File: config.mk
export PLATFORM = sky130hd
export DESIGN_NAME = step_position_move_controller
export DESIGN_NICKNAME = d
export VERILOG_FILES = /design/src/hdl/spmc_pkg.sv /design/src/hdl/step_position_move_controller.sv /design/src/hdl/spmc_cfg_regs.sv /design/src/hdl/spmc_in_stage.sv /design/src/hdl/spmc_core.sv
export SDC_FILE = /design/constraint.sdc
export NUM_CORES = 1
export LEC_CHECK = 0
export ABC_AREA = 1
export BUFFER_PORTS_ARGS = -buffer_cell sky130_fd_sc_hd__buf_4
export CORE_MARGIN = 4
export CORE_UTILIZATION = 50
export CTS_BUF_LIST = sky130_fd_sc_hd__clkbuf_16
export CTS_CLUSTER_DIAMETER = 120
export DETAILED_ROUTE_END_ITERATION = 6
export GPL_ROUTABILITY_DRIVEN = 1
export PLACE_DENSITY = 0.82
export SLEW_MARGIN = 30
export SYNTH_ARGS = -nofsm -noshare
export SYNTH_HDL_FRONTEND = slang
export SYNTH_SLANG_ARGS = --single-unit
File: constraint.sdc
create_clock -name clk -period 3.45 [get_ports clk]
set_clock_uncertainty 0.1 [all_clocks]
set_input_delay 0 -clock clk [delete_from_list [all_inputs] [get_ports clk]]
set_output_delay 0 -clock clk [all_outputs]
set_load 0.01 [all_outputs]
File: src/hdl/spmc_pkg.sv
package spmc_pkg;

    localparam int POSITION_BITS = 16;
    localparam int CFG_BITS      = 16;
    localparam int FIELD_BITS    = 16;
    localparam int CMP_BITS      = (POSITION_BITS > CFG_BITS) ? POSITION_BITS : CFG_BITS;

    localparam int HOME_RESET_POS   = 1000;
    localparam int RESET_MAX_VALUE  = HOME_RESET_POS * 2;
    localparam int RESET_PPU_VALUE  = 400;

    typedef logic [POSITION_BITS-1:0] pos_t;
    typedef logic [CFG_BITS-1:0]      cfg_word_t;
    typedef logic [CMP_BITS-1:0]      cmp_t;
    typedef logic [FIELD_BITS-1:0]    field_t;

    typedef enum logic [1:0] {
        OP_INIT = 2'd0,
        OP_MOVE = 2'd1,
        OP_TICK = 2'd2
    } opcode_t;

    typedef enum logic [1:0] {
        ST_OK     = 2'd0,
        ST_SAME   = 2'd1,
        ST_RANGE  = 2'd2,
        ST_NOINIT = 2'd3
    } status_t;

    typedef enum logic [1:0] {
        CFG_HOME = 2'd0,
        CFG_MAX  = 2'd1,
        CFG_PPU  = 2'd2
    } cfg_index_t;

    typedef struct packed {
        cfg_word_t home_location;
        cfg_word_t max_location;
        cfg_word_t pulses_per_unit;
    } cfg_t;

    typedef struct packed {
        logic [1:0] opcode;
        field_t     target_location;
    } item_t;

endpackage

File: src/hdl/step_position_move_controller.sv
// Channel   Direction  Handshake            Payload
// in        input      in_valid / in_stall   opcode, target_location
// out       output     out_valid / out_stall status, running, direction, position
// cfg       input      cfg_valid / cfg_ready cfg_index, cfg_data
//
// One item is accepted per cycle while in_stall is low; its result is registered.
// The input register feeds one pass of compare and increment logic into the result register.
// Reset leaves the axis disabled at position 1000 with the default register values.
// A stalled result holds the input register, so in_stall follows out_stall combinationally.
// Configuration writes are always ready and are registered.
module step_position_move_controller (
    input  logic        clk,
    input  logic        rst_n,
    input  logic        in_valid,
    output logic        in_stall,
    input  logic [1:0]  opcode,
    input  logic [15:0] target_location,
    output logic        out_valid,
    input  logic        out_stall,
    output logic [1:0]  status,
    output logic        running,
    output logic        direction,
    output logic [15:0] position,
    input  logic        cfg_valid,
    output logic        cfg_ready,
    input  logic [1:0]  cfg_index,
    input  logic [15:0] cfg_data
);

    spmc_pkg::cfg_t  cfg;
    spmc_pkg::item_t item;
    logic            item_valid;
    logic            advance;

    spmc_cfg_regs u_cfg (
        .clk       (clk),
        .rst_n     (rst_n),
        .cfg_valid (cfg_valid),
        .cfg_ready (cfg_ready),
        .cfg_index (cfg_index),
        .cfg_data  (cfg_data),
        .cfg       (cfg)
    );

    spmc_in_stage u_in (
        .clk             (clk),
        .rst_n           (rst_n),
        .in_valid        (in_valid),
        .in_stall        (in_stall),
        .opcode          (opcode),
        .target_location (target_location),
        .advance         (advance),
        .item_valid      (item_valid),
        .item            (item)
    );

    spmc_core u_core (
        .clk        (clk),
        .rst_n      (rst_n),
        .item_valid (item_valid),
        .item       (item),
        .cfg        (cfg),
        .advance    (advance),
        .out_valid  (out_valid),
        .out_stall  (out_stall),
        .status     (status),
        .running    (running),
        .direction  (direction),
        .position   (position)
    );

endmodule

File: src/hdl/spmc_cfg_regs.sv
module spmc_cfg_regs (
    input  logic                   clk,
    input  logic                   rst_n,
    input  logic                   cfg_valid,
    output logic                   cfg_ready,
    input  logic [1:0]             cfg_index,
    input  spmc_pkg::cfg_word_t    cfg_data,
    output spmc_pkg::cfg_t         cfg
);

    spmc_pkg::cfg_t cfg_reg;
    spmc_pkg::cfg_t cfg_next;

    assign cfg_ready = 1'b1;

    always_comb
    begin
        cfg_next = cfg_reg;
        if (cfg_valid && cfg_ready)
        begin
            case (cfg_index)
                spmc_pkg::CFG_HOME: cfg_next.home_location   = cfg_data;
                spmc_pkg::CFG_MAX:  cfg_next.max_location    = cfg_data;
                spmc_pkg::CFG_PPU:  cfg_next.pulses_per_unit = cfg_data;
                default:            cfg_next = cfg_reg;
            endcase
        end
    end

    always_ff @(posedge clk or negedge rst_n)
    begin
        if (!rst_n)
        begin
            cfg_reg.home_location   <= spmc_pkg::CFG_BITS'(spmc_pkg::HOME_RESET_POS);
            cfg_reg.max_location    <= spmc_pkg::CFG_BITS'(spmc_pkg::RESET_MAX_VALUE);
            cfg_reg.pulses_per_unit <= spmc_pkg::CFG_BITS'(spmc_pkg::RESET_PPU_VALUE);
        end
        else
        begin
            cfg_reg <= cfg_next;
        end
    end

    assign cfg = cfg_reg;

endmodule

File: src/hdl/spmc_in_stage.sv
module spmc_in_stage (
    input  logic                clk,
    input  logic                rst_n,
    input  logic                in_valid,
    output logic                in_stall,
    input  logic [1:0]          opcode,
    input  spmc_pkg::field_t    target_location,
    input  logic                advance,
    output logic                item_valid,
    output spmc_pkg::item_t     item
);

    logic            valid_reg;
    logic            valid_next;
    spmc_pkg::item_t item_reg;
    spmc_pkg::item_t item_next;
    logic            accept;

    assign in_stall = valid_reg && !advance;
    assign accept   = in_valid && !in_stall;

    always_comb
    begin
        valid_next = valid_reg;
        item_next  = item_reg;
        if (accept)
        begin
            valid_next                = 1'b1;
            item_next.opcode          = opcode;
            item_next.target_location = target_location;
        end
        else if (advance)
        begin
            valid_next = 1'b0;
        end
    end

    always_ff @(posedge clk or negedge rst_n)
    begin
        if (!rst_n)
        begin
            valid_reg <= 1'b0;
        end
        else
        begin
            valid_reg <= valid_next;
        end
    end

    always_ff @(posedge clk)
    begin
        item_reg <= item_next;
    end

    assign item_valid = valid_reg;
    assign item       = item_reg;

endmodule

File: src/hdl/spmc_core.sv
module spmc_core (
    input  logic                clk,
    input  logic                rst_n,
    input  logic                item_valid,
    input  spmc_pkg::item_t     item,
    input  spmc_pkg::cfg_t      cfg,
    output logic                advance,
    output logic                out_valid,
    input  logic                out_stall,
    output logic [1:0]          status,
    output logic                running,
    output logic                direction,
    output spmc_pkg::field_t    position
);

    typedef enum logic [1:0] {
        RS_IDLE     = 2'd0,
        RS_MOVING   = 2'd1,
        RS_DISABLED = 2'd2
    } run_state_t;

    run_state_t         state_reg;
    run_state_t         state_next;
    spmc_pkg::pos_t     position_reg;
    spmc_pkg::pos_t     position_next;
    spmc_pkg::pos_t     destination_reg;
    spmc_pkg::pos_t     destination_next;
    logic               direction_reg;
    logic               direction_next;
    spmc_pkg::cfg_word_t counter_reg;
    spmc_pkg::cfg_word_t counter_next;

    logic               out_valid_reg;
    logic               out_valid_next;
    logic [1:0]         status_reg;
    logic [1:0]         status_next;
    logic               running_reg;
    logic               direction_out_reg;
    spmc_pkg::field_t   position_out_reg;

    logic               fire;
    spmc_pkg::pos_t     target_pos;
    spmc_pkg::pos_t     home_pos;
    spmc_pkg::pos_t     step_pos;
    logic               arrived;

    assign advance    = !out_valid_reg || !out_stall;
    assign fire       = item_valid && advance;
    assign target_pos = spmc_pkg::pos_t'(item.target_location);
    assign home_pos   = spmc_pkg::pos_t'(cfg.home_location);
    assign step_pos   = direction_reg ? (position_reg + 1'b1) : (position_reg - 1'b1);
    assign arrived    = direction_reg ? (step_pos >= destination_reg)
                                      : (step_pos <= destination_reg);

    always_comb
    begin
        state_next       = state_reg;
        position_next    = position_reg;
        destination_next = destination_reg;
        direction_next   = direction_reg;
        counter_next     = counter_reg;
        status_next      = spmc_pkg::ST_OK;
        out_valid_next   = advance ? item_valid : out_valid_reg;
        if (fire)
        begin
            case (item.opcode)
                spmc_pkg::OP_INIT:
                begin
                    position_next    = home_pos;
                    destination_next = home_pos;
                    direction_next   = 1'b0;
                    state_next       = RS_IDLE;
                end
                spmc_pkg::OP_MOVE:
                begin
                    if (state_reg == RS_DISABLED)
                    begin
                        status_next = spmc_pkg::ST_NOINIT;
                    end
                    else if (target_pos == position_reg)
                    begin
                        status_next = spmc_pkg::ST_SAME;
                    end
                    else if (spmc_pkg::cmp_t'(target_pos) > spmc_pkg::cmp_t'(cfg.max_location))
                    begin
                        status_next = spmc_pkg::ST_RANGE;
                    end
                    else
                    begin
                        destination_next = target_pos;
                        direction_next   = target_pos > position_reg;
                        if (state_reg == RS_IDLE)
                        begin
                            state_next = RS_MOVING;
                        end
                    end
                end
                spmc_pkg::OP_TICK:
                begin
                    if (state_reg == RS_MOVING)
                    begin
                        if (counter_reg > cfg.pulses_per_unit)
                        begin
                            position_next = step_pos;
                            counter_next  = '0;
                            if (arrived)
                            begin
                                state_next = RS_IDLE;
                            end
                        end
                        else
                        begin
                            counter_next = counter_reg + 1'b1;
                        end
                    end
                end
                default:
                begin
                    state_next = state_reg;
                end
            endcase
        end
    end

    always_ff @(posedge clk or negedge rst_n)
    begin
        if (!rst_n)
        begin
            state_reg         <= RS_DISABLED;
            position_reg      <= spmc_pkg::POSITION_BITS'(spmc_pkg::HOME_RESET_POS);
            destination_reg   <= '0;
            direction_reg     <= 1'b0;
            counter_reg       <= '0;
            out_valid_reg     <= 1'b0;
            status_reg        <= spmc_pkg::ST_OK;
            running_reg       <= 1'b0;
            direction_out_reg <= 1'b0;
            position_out_reg  <= '0;
        end
        else
        begin
            state_reg       <= state_next;
            position_reg    <= position_next;
            destination_reg <= destination_next;
            direction_reg   <= direction_next;
            counter_reg     <= counter_next;
            out_valid_reg   <= out_valid_next;
            if (fire)
            begin
                status_reg        <= status_next;
                running_reg       <= (state_next == RS_MOVING);
                direction_out_reg <= direction_next;
                position_out_reg  <= spmc_pkg::FIELD_BITS'(position_next);
            end
        end
    end

    assign out_valid = out_valid_reg;
    assign status    = status_reg;
    assign running   = running_reg;
    assign direction = direction_out_reg;
    assign position  = position_out_reg;

endmodule

==> flow_metrics.tcl, run 1 <==
set metrics [dict create \
    cp_max_fo 5 \
    drc_errors 0 \
    cp-start-kind "flip-flop" \
    gp_congestion 0.958 \
    setup_tns_ns 0 \
    startpoint "u_core.direction_reg" \
    crit_type "flip-flop to flip-flop" \
    dpl_cell_area_mm2 0.00933 \
    netSwitchingFraction_pct 41.9 \
    synth_edf_count 18 \
    ys_types 43 \
    fin_crit_sh_pct 94.9 \
    cts.sinks 139 \
    syn_area_per_cell_um2 7.97 \
    synth_area_mm2 0.00860 \
    portBuffers 62 \
    fin_util_pct 64.5 \
    slew_viol_final 0 \
    critical_path.endpoint_type "flip-flop" \
    r2r-start "u_core.direction_reg" \
    design.die.area_mm2 0.0194 \
    p_int_w 0.00507 \
    worst_slew_pin_slew_ns 0.856 \
    diodes 0 \
    sequential_cell_area_mm2 0.00360 \
    pre_cts_ws_ns -0.0380 \
    fin_nets 1317 \
    route.met2.wl_um 11300 \
    required_ns 3.67 \
    status "completed" \
    rows 47 \
    cts_root_buf "clkbuf_16" \
    top_layer_used "met4" \
    timing.final.hold_violations 0 \
    fin_area_mm2 0.0108 \
    largest_reg_flops 48 \
    initial_core_util_pct 51.5 \
    slew_headroom_pct 42.8 \
    setup_violations 0 \
    cap_violations 0 \
    wl_per_cell_um 16.0 \
    leakage_nw 5.47 \
    synth_nets 1199 \
    clk_path_buf_depth 2 \
    wl_met3_um 1590 \
    ant_nets 0 \
    core_mm2 0.0167 \
    first_iter_violations 564 \
    cts_tree "done" \
    grt_usage_pct 23.7 \
    grt_pass1_vias 7656 \
    syn_inst 1078 \
    post-dp-hpwl_um 16100 \
    power_frac_comb_pct 50.6 \
    ys_warn_count 0 \
    worstSkewPairLatency_ns 0.43 \
    p_seq_share_pct 28.3 \
    first_pass_iters 5 \
    final_common_cell "nand2_1" \
    num_vias 7706 \
    grt_max_degree 79 \
    cts_max_level 4 \
    layout.cells.most_common_list "nand2_1, inv_1, dfrtp_1" \
    wl_um 22900 \
    ys_ff_latch 139 \
    clk_pin_slew_ns 0.07 \
    die_h_um 139 \
    switchingPower_w 0.00365 \
    worstHoldPathType "primary input to async pin" \
    fin_crit_ns 3.27 \
    layout-drive-gt1-share_pct 18.9 \
    ios 64 \
    vias_per_cell 5.39 \
    fillers 1306 \
    numCtsBuffers 17 \
    cp_data_arrival_time_ns 3.49 \
    ys.flop_type "dfrtp_1" \
    multi_input_area_mm2 0.00452 \
    m1WireLength_um 9410 \
    grt_antenna_before_repair 0 \
    clkPwrFrac_pct 21.1 \
    finalWorstSetupSlack_ns 0.175 \
    die_w_um 139 \
    yosysSeqAreaShare_pct 41.8 \
    vdd_drop_max_mv 0.468 \
    overflow 0 \
    grt_pass1_wl_um 37400 \
    max_freq_ghz 0.305 \
    syn_to_final_growth_pct 25.3 \
    async_flop_share_pct 87.1 \
    powerDensity_mw_per_mm2 809 \
    hold_ws_ns 0.0733 \
]
==> stage by stage <==
stage | cells | power (W)
finish | 1429 | 0.00872
global placement | 1346 | 0.00594
global route | 1429 | 0.00942
CTS | 1417 | 0.00797
floorplan | 1078 | 0.00501
detailed placement | 1346 | 0.00606
==> cell usage after synthesis (2+ instances only) <==
library cell  instances  area (µm²)
clkbuf_1             12        45.0
buf_1                 2        7.51
nand2_4               3        33.8
a22oi_1              15         113
nor4_1                5        31.3
nand4_1              12        75.1
nor3_1               11        55.1
nand3_1              57         285
nor2_4                2        22.5
edfxtp_1             18         541
buf_4                 3        22.5
dfrtp_1              99        2480
o21a_1                3        22.5
o21bai_1              2        15.0
nor2_1               38         143
a21o_1                2        15.0
nand2_1             294        1100
nor2_2                2        12.5
nand3_4               2        35.0
nand3b_1              4        30.0
buf_2                 6        30.0
dfstp_2              22         578
ha_1                 79         988
o21ai_0              87         435
mux2_2               15         169
a21oi_1              52         260
o31ai_1               3        22.5
xor2_1               14         123
or2_2                16         100
inv_1               183         687
and3_1                2        12.5
nand2_2               2        12.5
==> critical path, cell delays in order, from the launching register on <==
cell	delay (ns)
dfrtp_2	0.43
clkinv_4	0.13
buf_12	0.17
ha_4	0.25
nand2_1	0.08
inv_1	0.06
a21oi_2	0.12
nand2_2	0.08
a21oi_2	0.16
xor2_1	0.24
inv_1	0.10
ha_4	0.27
nand2_2	0.07
nor4_4	0.30
buf_4	0.16
nand4_1	0.07
nand2_1	0.08
nand2_1	0.05
nand2_1	0.05
nand2_1	0.06
nand2_1	0.06
nand2_1	0.05
==> metal layers <==
| layer | up-vias | GRT usage (%) |
|---|---|---|
| li1 | 3718 | - |
| met1 | 3615 | 30.3 |
| met2 | 320 | 40.9 |
| met3 | 53 | 4.34 |
| met4 | 0 | 7.72 |
| met5 | - | 0 |
==> layout make-up <==
type | count | share of cell area, %
multi-input combinational | 729 | 42.0
sequential | 139 | 33.4
timing repair buffer | 122 | 10.1
inverter | 186 | 6.57
clock buffer | 17 | 3.95
tap | 220 | 2.55
clock inverter | 15 | 1.45
timing repair inverter | 1 | 0.0581
==> kinds of logic (layout without fill, tap and decap cells) <==
family / count (synthesis) / count (layout) / share of synthesized area [%]
other: 1 / 1 / 0.0436
AOI/OAI and AO/OA: 167 / 167 / 10.5
buffers and inverters: 210 / 341 / 9.46
DFF: 139 / 139 / 41.8
adders and majority gates: 80 / 80 / 11.7
muxes: 15 / 15 / 1.97
xor gates and xnor gates: 14 / 14 / 1.43
and+or+nand+nor: 452 / 452 / 23.0
==> power groups by stage <==
stage / registers [W] / logic [W] / clock network (W)
after detailed placement: 0.00245 / 0.00361 / 0
after global placement: 0.00244 / 0.00351 / 0
after floorplan: 0.00237 / 0.00264 / 0
final: 0.00246 / 0.00441 / 0.00184
after global routing: 0.00251 / 0.00499 / 0.00192
after CTS: 0.00242 / 0.00370 / 0.00185
==> path summary, 6_finish.rpt <==
kind / cells past startpoint / slack [ns] / end
min in group clk: 3 / 0.15 / u_cfg.cfg[8]
min reg2reg: 2 / 0.39 / u_cfg.cfg[30]
max: 21 / 0.18 / u_core.running
max reg2reg: 21 / 0.18 / u_core.running
max in group asynchronous: 3 / 2.43 / u_core.position_reg[3]
min: 2 / 0.07 / u_core.counter_reg[15]
==> what timing repair did <==
| item | CTS | global route |
|---|---|---|
| endpoints found under the hold margin | 151 | 0 |
| setup endpoints to repair | 1 | 2 |
| gates resized for setup | 1 | 62 |
| gates cloned | 0 | 2 |
| setup buffers | 0 | 10 |
| pin swaps | 0 | 19 |
| hold buffers | 39 | 0 |
No activity file was read; power rests on OpenSTA's default activity.
==> inputs of run 2 (changes only) <==
--- a/config.mk
+++ b/config.mk
@@ -5,7 +5,6 @@
 export SDC_FILE = /design/constraint.sdc
 export NUM_CORES = 1
 export LEC_CHECK = 0
-export ABC_AREA = 1
 export BUFFER_PORTS_ARGS = -buffer_cell sky130_fd_sc_hd__buf_4
 export CORE_MARGIN = 4
 export CORE_UTILIZATION = 50
==> flow_metrics.tcl, run 2 <==
set metrics [dict create \
    timing.final.hold_violations 0 \
    fin_crit_ns 3.57 \
    synthTopCellsByCount "dfrtp_1, ha_1, inv_1, nand2_1, mux2_2" \
    die_w_um 135 \
    grt_pass1_wl_um 35300 \
    synth.largest_area_cell "dfrtp_1" \
    cts.sinks 139 \
    die_h_um 135 \
    layout-drive-gt1-share_pct 25.1 \
    leakage_nw 4.72 \
    cp_max_fo 11 \
    diodes 0 \
    post-dp-hpwl_um 16100 \
    required_ns 3.66 \
    synth.area.top_cells "dfrtp_1, ha_1, dfstp_2" \
    wl_per_cell_um 18.7 \
    vdd_drop_max_mv 0.421 \
    numCtsBuffers 17 \
    yosysMostFrequentCell "dfrtp_1" \
    ys_ff_latch 139 \
    max_freq_ghz 0.280 \
    num_vias 6728 \
    slew_headroom_pct 38.9 \
    layout.cells.most_common_list "buf_4, dfrtp_1, inv_1" \
    syn_inst 779 \
    drc_errors 0 \
    first_pass_iters 6 \
    overflow 0 \
    rrSetupSlack_ns -0.12 \
    worstSkewPairLatency_ns 0.43 \
    cts_root_buf "clkbuf_16" \
    initial_core_util_pct 51.0 \
    cts_tree "done" \
    total_power_w 0.00756 \
    fin_crit_sh_pct 103 \
    fin_util_pct 64.8 \
    clk_pin_slew_ns 0.07 \
    rows 46 \
    crit_type "flip-flop to flip-flop" \
    grt_antenna_before_repair 0 \
    grt_usage_pct 24.8 \
    yosysSeqAreaShare_pct 44.3 \
    final_common_cell "buf_4" \
    synth_edf_count 18 \
    ys_types 63 \
    synth_area_mm2 0.00811 \
    ys.flop_type "dfrtp_1" \
    cp_data_arrival_time_ns 3.78 \
    vias_per_cell 5.80 \
    ant_nets 0 \
    setup_violations 2 \
    gp_congestion 0.934 \
    violations "setup timing" \
    rsz0062_at_grt "true" \
    syn_to_final_growth_pct 27.0 \
    first_iter_violations 472 \
    grt_max_degree 73 \
    cts_max_level 4 \
    worstHoldPathType "primary input to flip-flop" \
    finalWorstSetupSlack_ns -0.120 \
    async_flop_share_pct 87.1 \
    hold_ws_ns 0.0245 \
    fin_nets 1053 \
    cp-start-kind "flip-flop" \
    ios 64 \
    yosysTopAreaCellShare_pct 30.6 \
    cap_violations 0 \
    core_mm2 0.0159 \
    largest_reg_flops 48 \
    worst_slew_pin_slew_ns 0.916 \
    design.die.area_mm2 0.0183 \
    critical_path.endpoint_type "flip-flop" \
    slew_viol_final 0 \
    powerDensity_mw_per_mm2 735 \
    clk_path_buf_depth 2 \
    wl_um 21700 \
    portBuffers 62 \
    grt_pass1_vias 6977 \
    ys_warn_count 0 \
    status "finished with violations" \
    synth_nets 900 \
    syn_area_per_cell_um2 10.4 \
]
## run 2: cell types whose count changed in the layout (fill, tap and decap cells not counted), moves of 12 or more
cell | previous run | this run
nand2_1 | 281 | 57
buf_4 | 77 | 112
a21o_1 | 2 | 19
mux2i_1 | 0 | 31
nand2_2 | 14 | 0
a22oi_1 | 15 | 3
o21ai_0 | 86 | 35
nand3_1 | 53 | 12
mux2_2 | 15 | 48
or2_2 | 16 | 1
inv_1 | 183 | 77
## run 2: final cells by class
type	instances	area, µm²
Clock buffer	17	425
Clock inverter	15	163
Fill cell	1274	5590
Inverter	77	293
Multi-Input combinational cell	544	4270
Sequential cell	139	3600
Tap cell	216	270
Timing Repair Buffer	153	1280
## run 2: what timing repair did
action | 4_1_cts | 5_1_grt
hold buffers | 38 | 0
resized for setup | 10 | 4
setup buffers | 2 | 1
hold endpoints to repair | 117 | 0
endpoints found under the setup margin | 2 | 2
pin swaps | 5 | 3
## run 2: kinds of logic after synthesis
logic type	after synthesis	share of synthesized area, %
buf+inv	96	4.61
flops	139	44.3
other cells	1	0.0462
simple gates	175	10.3
fa+ha+maj	80	12.4
xor+xnor	23	2.48
compound gates	185	15.1
mux	80	10.7
## run 2: final timing paths
path,end,cells past startpoint,start
hold / removal,u_cfg.cfg[32],5,cfg_index[1]
setup / recovery,u_core.running,15,u_core.direction_reg
setup reg to reg,u_core.running,15,u_core.direction_reg
min in group asynchronous,u_core.counter_reg[2],2,rst_n
hold reg to reg,u_core.status[0],2,u_core.status[0]
max in group asynchronous,u_core.position_reg[9],3,rst_n
## run 2: worst max-delay path: stages, from the launching register on
cell and delay (ns):
dfrtp_1 0.39, clkinvlp_4 0.11, buf_12 0.16, ha_4 0.25, and3_4 0.16, a221o_1 0.36
o2111ai_2 0.24, nor2b_1 0.22, xnor2_1 0.21, ha_1 0.33, a21oi_1 0.20, a21oi_1 0.11
a211oi_2 0.22, xnor2_1 0.12, a32oi_1 0.19, o21ai_1 0.09
## run 2: power by group
part | switching [W] | total (W) | internal, W
logic | 0.00179 | 0.00341 | 0.00162
registers | 0.000266 | 0.00232 | 0.00206
clock network | 0.000754 | 0.00183 | 0.00107
## run 2: per-stage QoR
| step | area (µm²) | std cells | setup WS [ns] | setup TNS, ns |
|---|---|---|---|---|
| 3_3_place_gp | 9260 | 1088 | -0.128 | -0.135 |
| 5_1_grt | 10300 | 1161 | -0.347 | -0.576 |
| 2_1_floorplan | 8180 | 779 | -0.219 | -0.310 |
| 3_5_place_dp | 9260 | 1088 | -0.201 | -0.284 |
| 6_report | 10300 | 1161 | -0.120 | -0.171 |
| 4_1_cts | 10300 | 1160 | -0.0766 | -0.0900 |
## run 2: metal layers
metal  wire length, µm  part of all wire (%)  track usage, %
met1              9260                    43            32.3
met2             10100                    46            40.1
met3              1680                   7.7            6.76
met4               668                   3.1            8.73
met5                 0                     0               0
==> inputs of run 3 (changes only) <==
--- a/config.mk
+++ b/config.mk
@@ -16,4 +16,5 @@
 export SLEW_MARGIN = 30
 export SYNTH_ARGS = -nofsm -noshare
 export SYNTH_HDL_FRONTEND = slang
+export SYNTH_HIERARCHICAL = 1
 export SYNTH_SLANG_ARGS = --single-unit
==> flow_metrics.tcl, run 3 <==
set metrics [dict create \
    status "finished with violations" \
    violations "setup timing" \
    ys_ff_latch 139 \
    layout.cells.most_common_list "buf_4, dfrtp_1, inv_1" \
    synth_area_mm2 0.00811 \
    ant_nets 0 \
    total_power_w 0.00835 \
    synth.largest_area_cell "dfrtp_1" \
    core_mm2 0.0159 \
    yosysTopAreaCellShare_pct 30.6 \
    cap_violations 0 \
    wl_um 23300 \
    cts_tree "done" \
    post-dp-hpwl_um 15700 \
    ys_types 66 \
    cts.sinks 139 \
    cts_max_level 4 \
    cp_data_arrival_time_ns 3.91 \
    vdd_drop_max_mv 0.413 \
    syn_inst 795 \
    fillers 1197 \
    rows 46 \
    ys.flop_type "dfrtp_1" \
    die_w_um 135 \
    required_ns 3.65 \
    num_vias 6913 \
    sequential_cell_area_mm2 0.00360 \
    multi_input_area_mm2 0.00439 \
    initial_core_util_pct 51.0 \
    syn_to_final_growth_pct 30.2 \
    cp-start-kind "flip-flop" \
    fin_nets 1080 \
    wl_per_cell_um 19.6 \
    numCtsBuffers 17 \
    critPathSlowestCell "dfrtp_2" \
    powerDensity_mw_per_mm2 791 \
    diodes 0 \
    route.met2.wl_um 11300 \
    timing.final.hold_violations 0 \
    async_flop_share_pct 87.1 \
    worstHoldPathType "primary input to async pin" \
    ys_warn_count 6 \
    max_freq_ghz 0.270 \
    fin_area_mm2 0.0106 \
    worst_slew_pin_slew_ns 0.847 \
    rrSetupSlack_ns -0.26 \
    layout-drive-gt1-share_pct 28.2 \
    critical_path.endpoint_type "flip-flop" \
    wl_met3_um 1620 \
    synthTopCellsByCount "dfrtp_1, ha_1, inv_1, nand2_1" \
    hold_ws_ns 0.126 \
    top_layer_used "met4" \
    m1WireLength_um 9370 \
    worstSkewPairLatency_ns 0.42 \
    slew_viol_final 0 \
    grt_pass1_wl_um 37400 \
    synth_edf_count 18 \
    largest_reg_flops 48 \
    slew_headroom_pct 43.5 \
    crit_type "flip-flop to flip-flop" \
    grt_antenna_before_repair 1 \
    fin_crit_ns 3.71 \
    syn_area_per_cell_um2 10.2 \
    yosysMostFrequentCell "dfrtp_1" \
    pre_cts_ws_ns -0.385 \
    clk_path_buf_depth 2 \
    ios 64 \
    final_common_cell "buf_4" \
    fin_crit_sh_pct 107 \
    grt_pass1_vias 7071 \
    slowest_delay_ns 0.39 \
    rsz0062_at_grt "true" \
    leakage_nw 4.87 \
    grt_usage_pct 26.3 \
    yosysSeqAreaShare_pct 44.4 \
    synth.area.top_cells "dfrtp_1, ha_1, dfstp_2" \
    vias_per_cell 5.82 \
    setup_violations 2 \
    first_pass_iters 6 \
    clk_pin_slew_ns 0.06 \
    cts_root_buf "clkbuf_16" \
    first_iter_violations 763 \
    design.die.area_mm2 0.0183 \
    grt_max_degree 63 \
    finalWorstSetupSlack_ns -0.256 \
    die_h_um 135 \
    synth_nets 916 \
    dpl_cell_area_mm2 0.00915 \
    fin_util_pct 66.4 \
    overflow 0 \
    portBuffers 62 \
    drc_errors 0 \
    path_cells "clkinvlp_4 -> buf_8 -> fa_2 -> a21oi_4 -> o2111ai_4 -> a21oi_2 -> o21a_2 -> mux2i_2 -> nand2_1 -> ha_1 -> nand4_1 -> nor3_2 -> o311ai_2 -> o211ai_1 -> xnor2_1 -> a221oi_2 -> o31ai_1" \
    cp_max_fo 6 \
    gp_congestion 0.904 \
]
[run 3: cell types whose count changed in the layout (fill, tap and decap cells not counted), sizes merged, moves of 5 or more]
cell | before | now
a211oi | 14 | 6
a21o | 19 | 14
mux2i | 31 | 20
nand2 | 57 | 78
buf | 115 | 126
a21oi | 41 | 46
o21ai | 41 | 50
o221ai | 6 | 1
o211ai | 4 | 9
nor3 | 6 | 14
[run 3: final timing paths]
check / start / end / depth (start not counted)
setup / recovery: u_core/direction_reg / u_core/running / 17
hold / removal: rst_n / u_core/counter_reg[2] / 2
setup reg to reg: u_core/direction_reg / u_core/running / 17
hold reg to reg: u_core/destination_reg[12] / u_core/destination_reg[12] / 2
max in group asynchronous: rst_n / u_cfg/cfg[23] / 3
min in group clk: opcode[1] / u_in/item[17] / 2
[run 3: routing by layer]
layer,global-route usage (%),up-vias
li1,-,3173
met3,5.39,85
met2,43.0,321
met4,12.8,0
met5,0,-
met1,33.4,3334
[run 3: repair_timing]
action	4_1_cts	5_1_grt
endpoints found under the setup margin	2	2
setup buffers	6	6
hold buffers	41	0
gates resized for setup	28	20
pin swaps	14	17
hold endpoints to repair	139	0
[run 3: power by group]
part | switching [W] | internal, W
Combinational | 0.00200 | 0.00206
Sequential | 0.000305 | 0.00204
Clock | 0.000704 | 0.00124
Total | 0.00301 | 0.00533
[run 3: cells by family after synthesis]
family / share of synthesized area [%]
flip-flops: 44.4
multiplexers: 9.28
other: 0.0463
AO/OA/AOI/OAI: 13.8
AND/OR/NAND/NOR: 12.5
adder cells (fa/ha/maj): 12.4
XOR/XNOR: 2.49
buffers and inverters: 5.06
[run 3: cell type report]
type | instances | share of cell area [%]
multi-input cells | 554 | 41.6
flip-flops and latches | 139 | 34.1
repair buffers | 167 | 12.9
clock buffers | 18 | 4.27
inverters | 80 | 2.88
well taps | 216 | 2.56
clock inverters | 14 | 1.67
[run 3: worst max-delay path, delay by kind of cell (launching register included)]
family / cells / cell delay (ns)
xor gates and xnor gates: 1 / 0.11
and+or+nand+nor: 3 / 0.47
DFF: 1 / 0.39
muxes: 1 / 0.24
buffers and inverters: 2 / 0.26
AOI/OAI and AO/OA: 8 / 1.36
adders and majority gates: 2 / 0.67
[run 3: through the flow]
stage	setup TNS, ns	cells
global route	-0.927	1188
CTS	-0.337	1183
global placement	-0.363	1104
finish	-0.481	1188
detailed placement	-0.739	1104
floorplan	-0.317	795
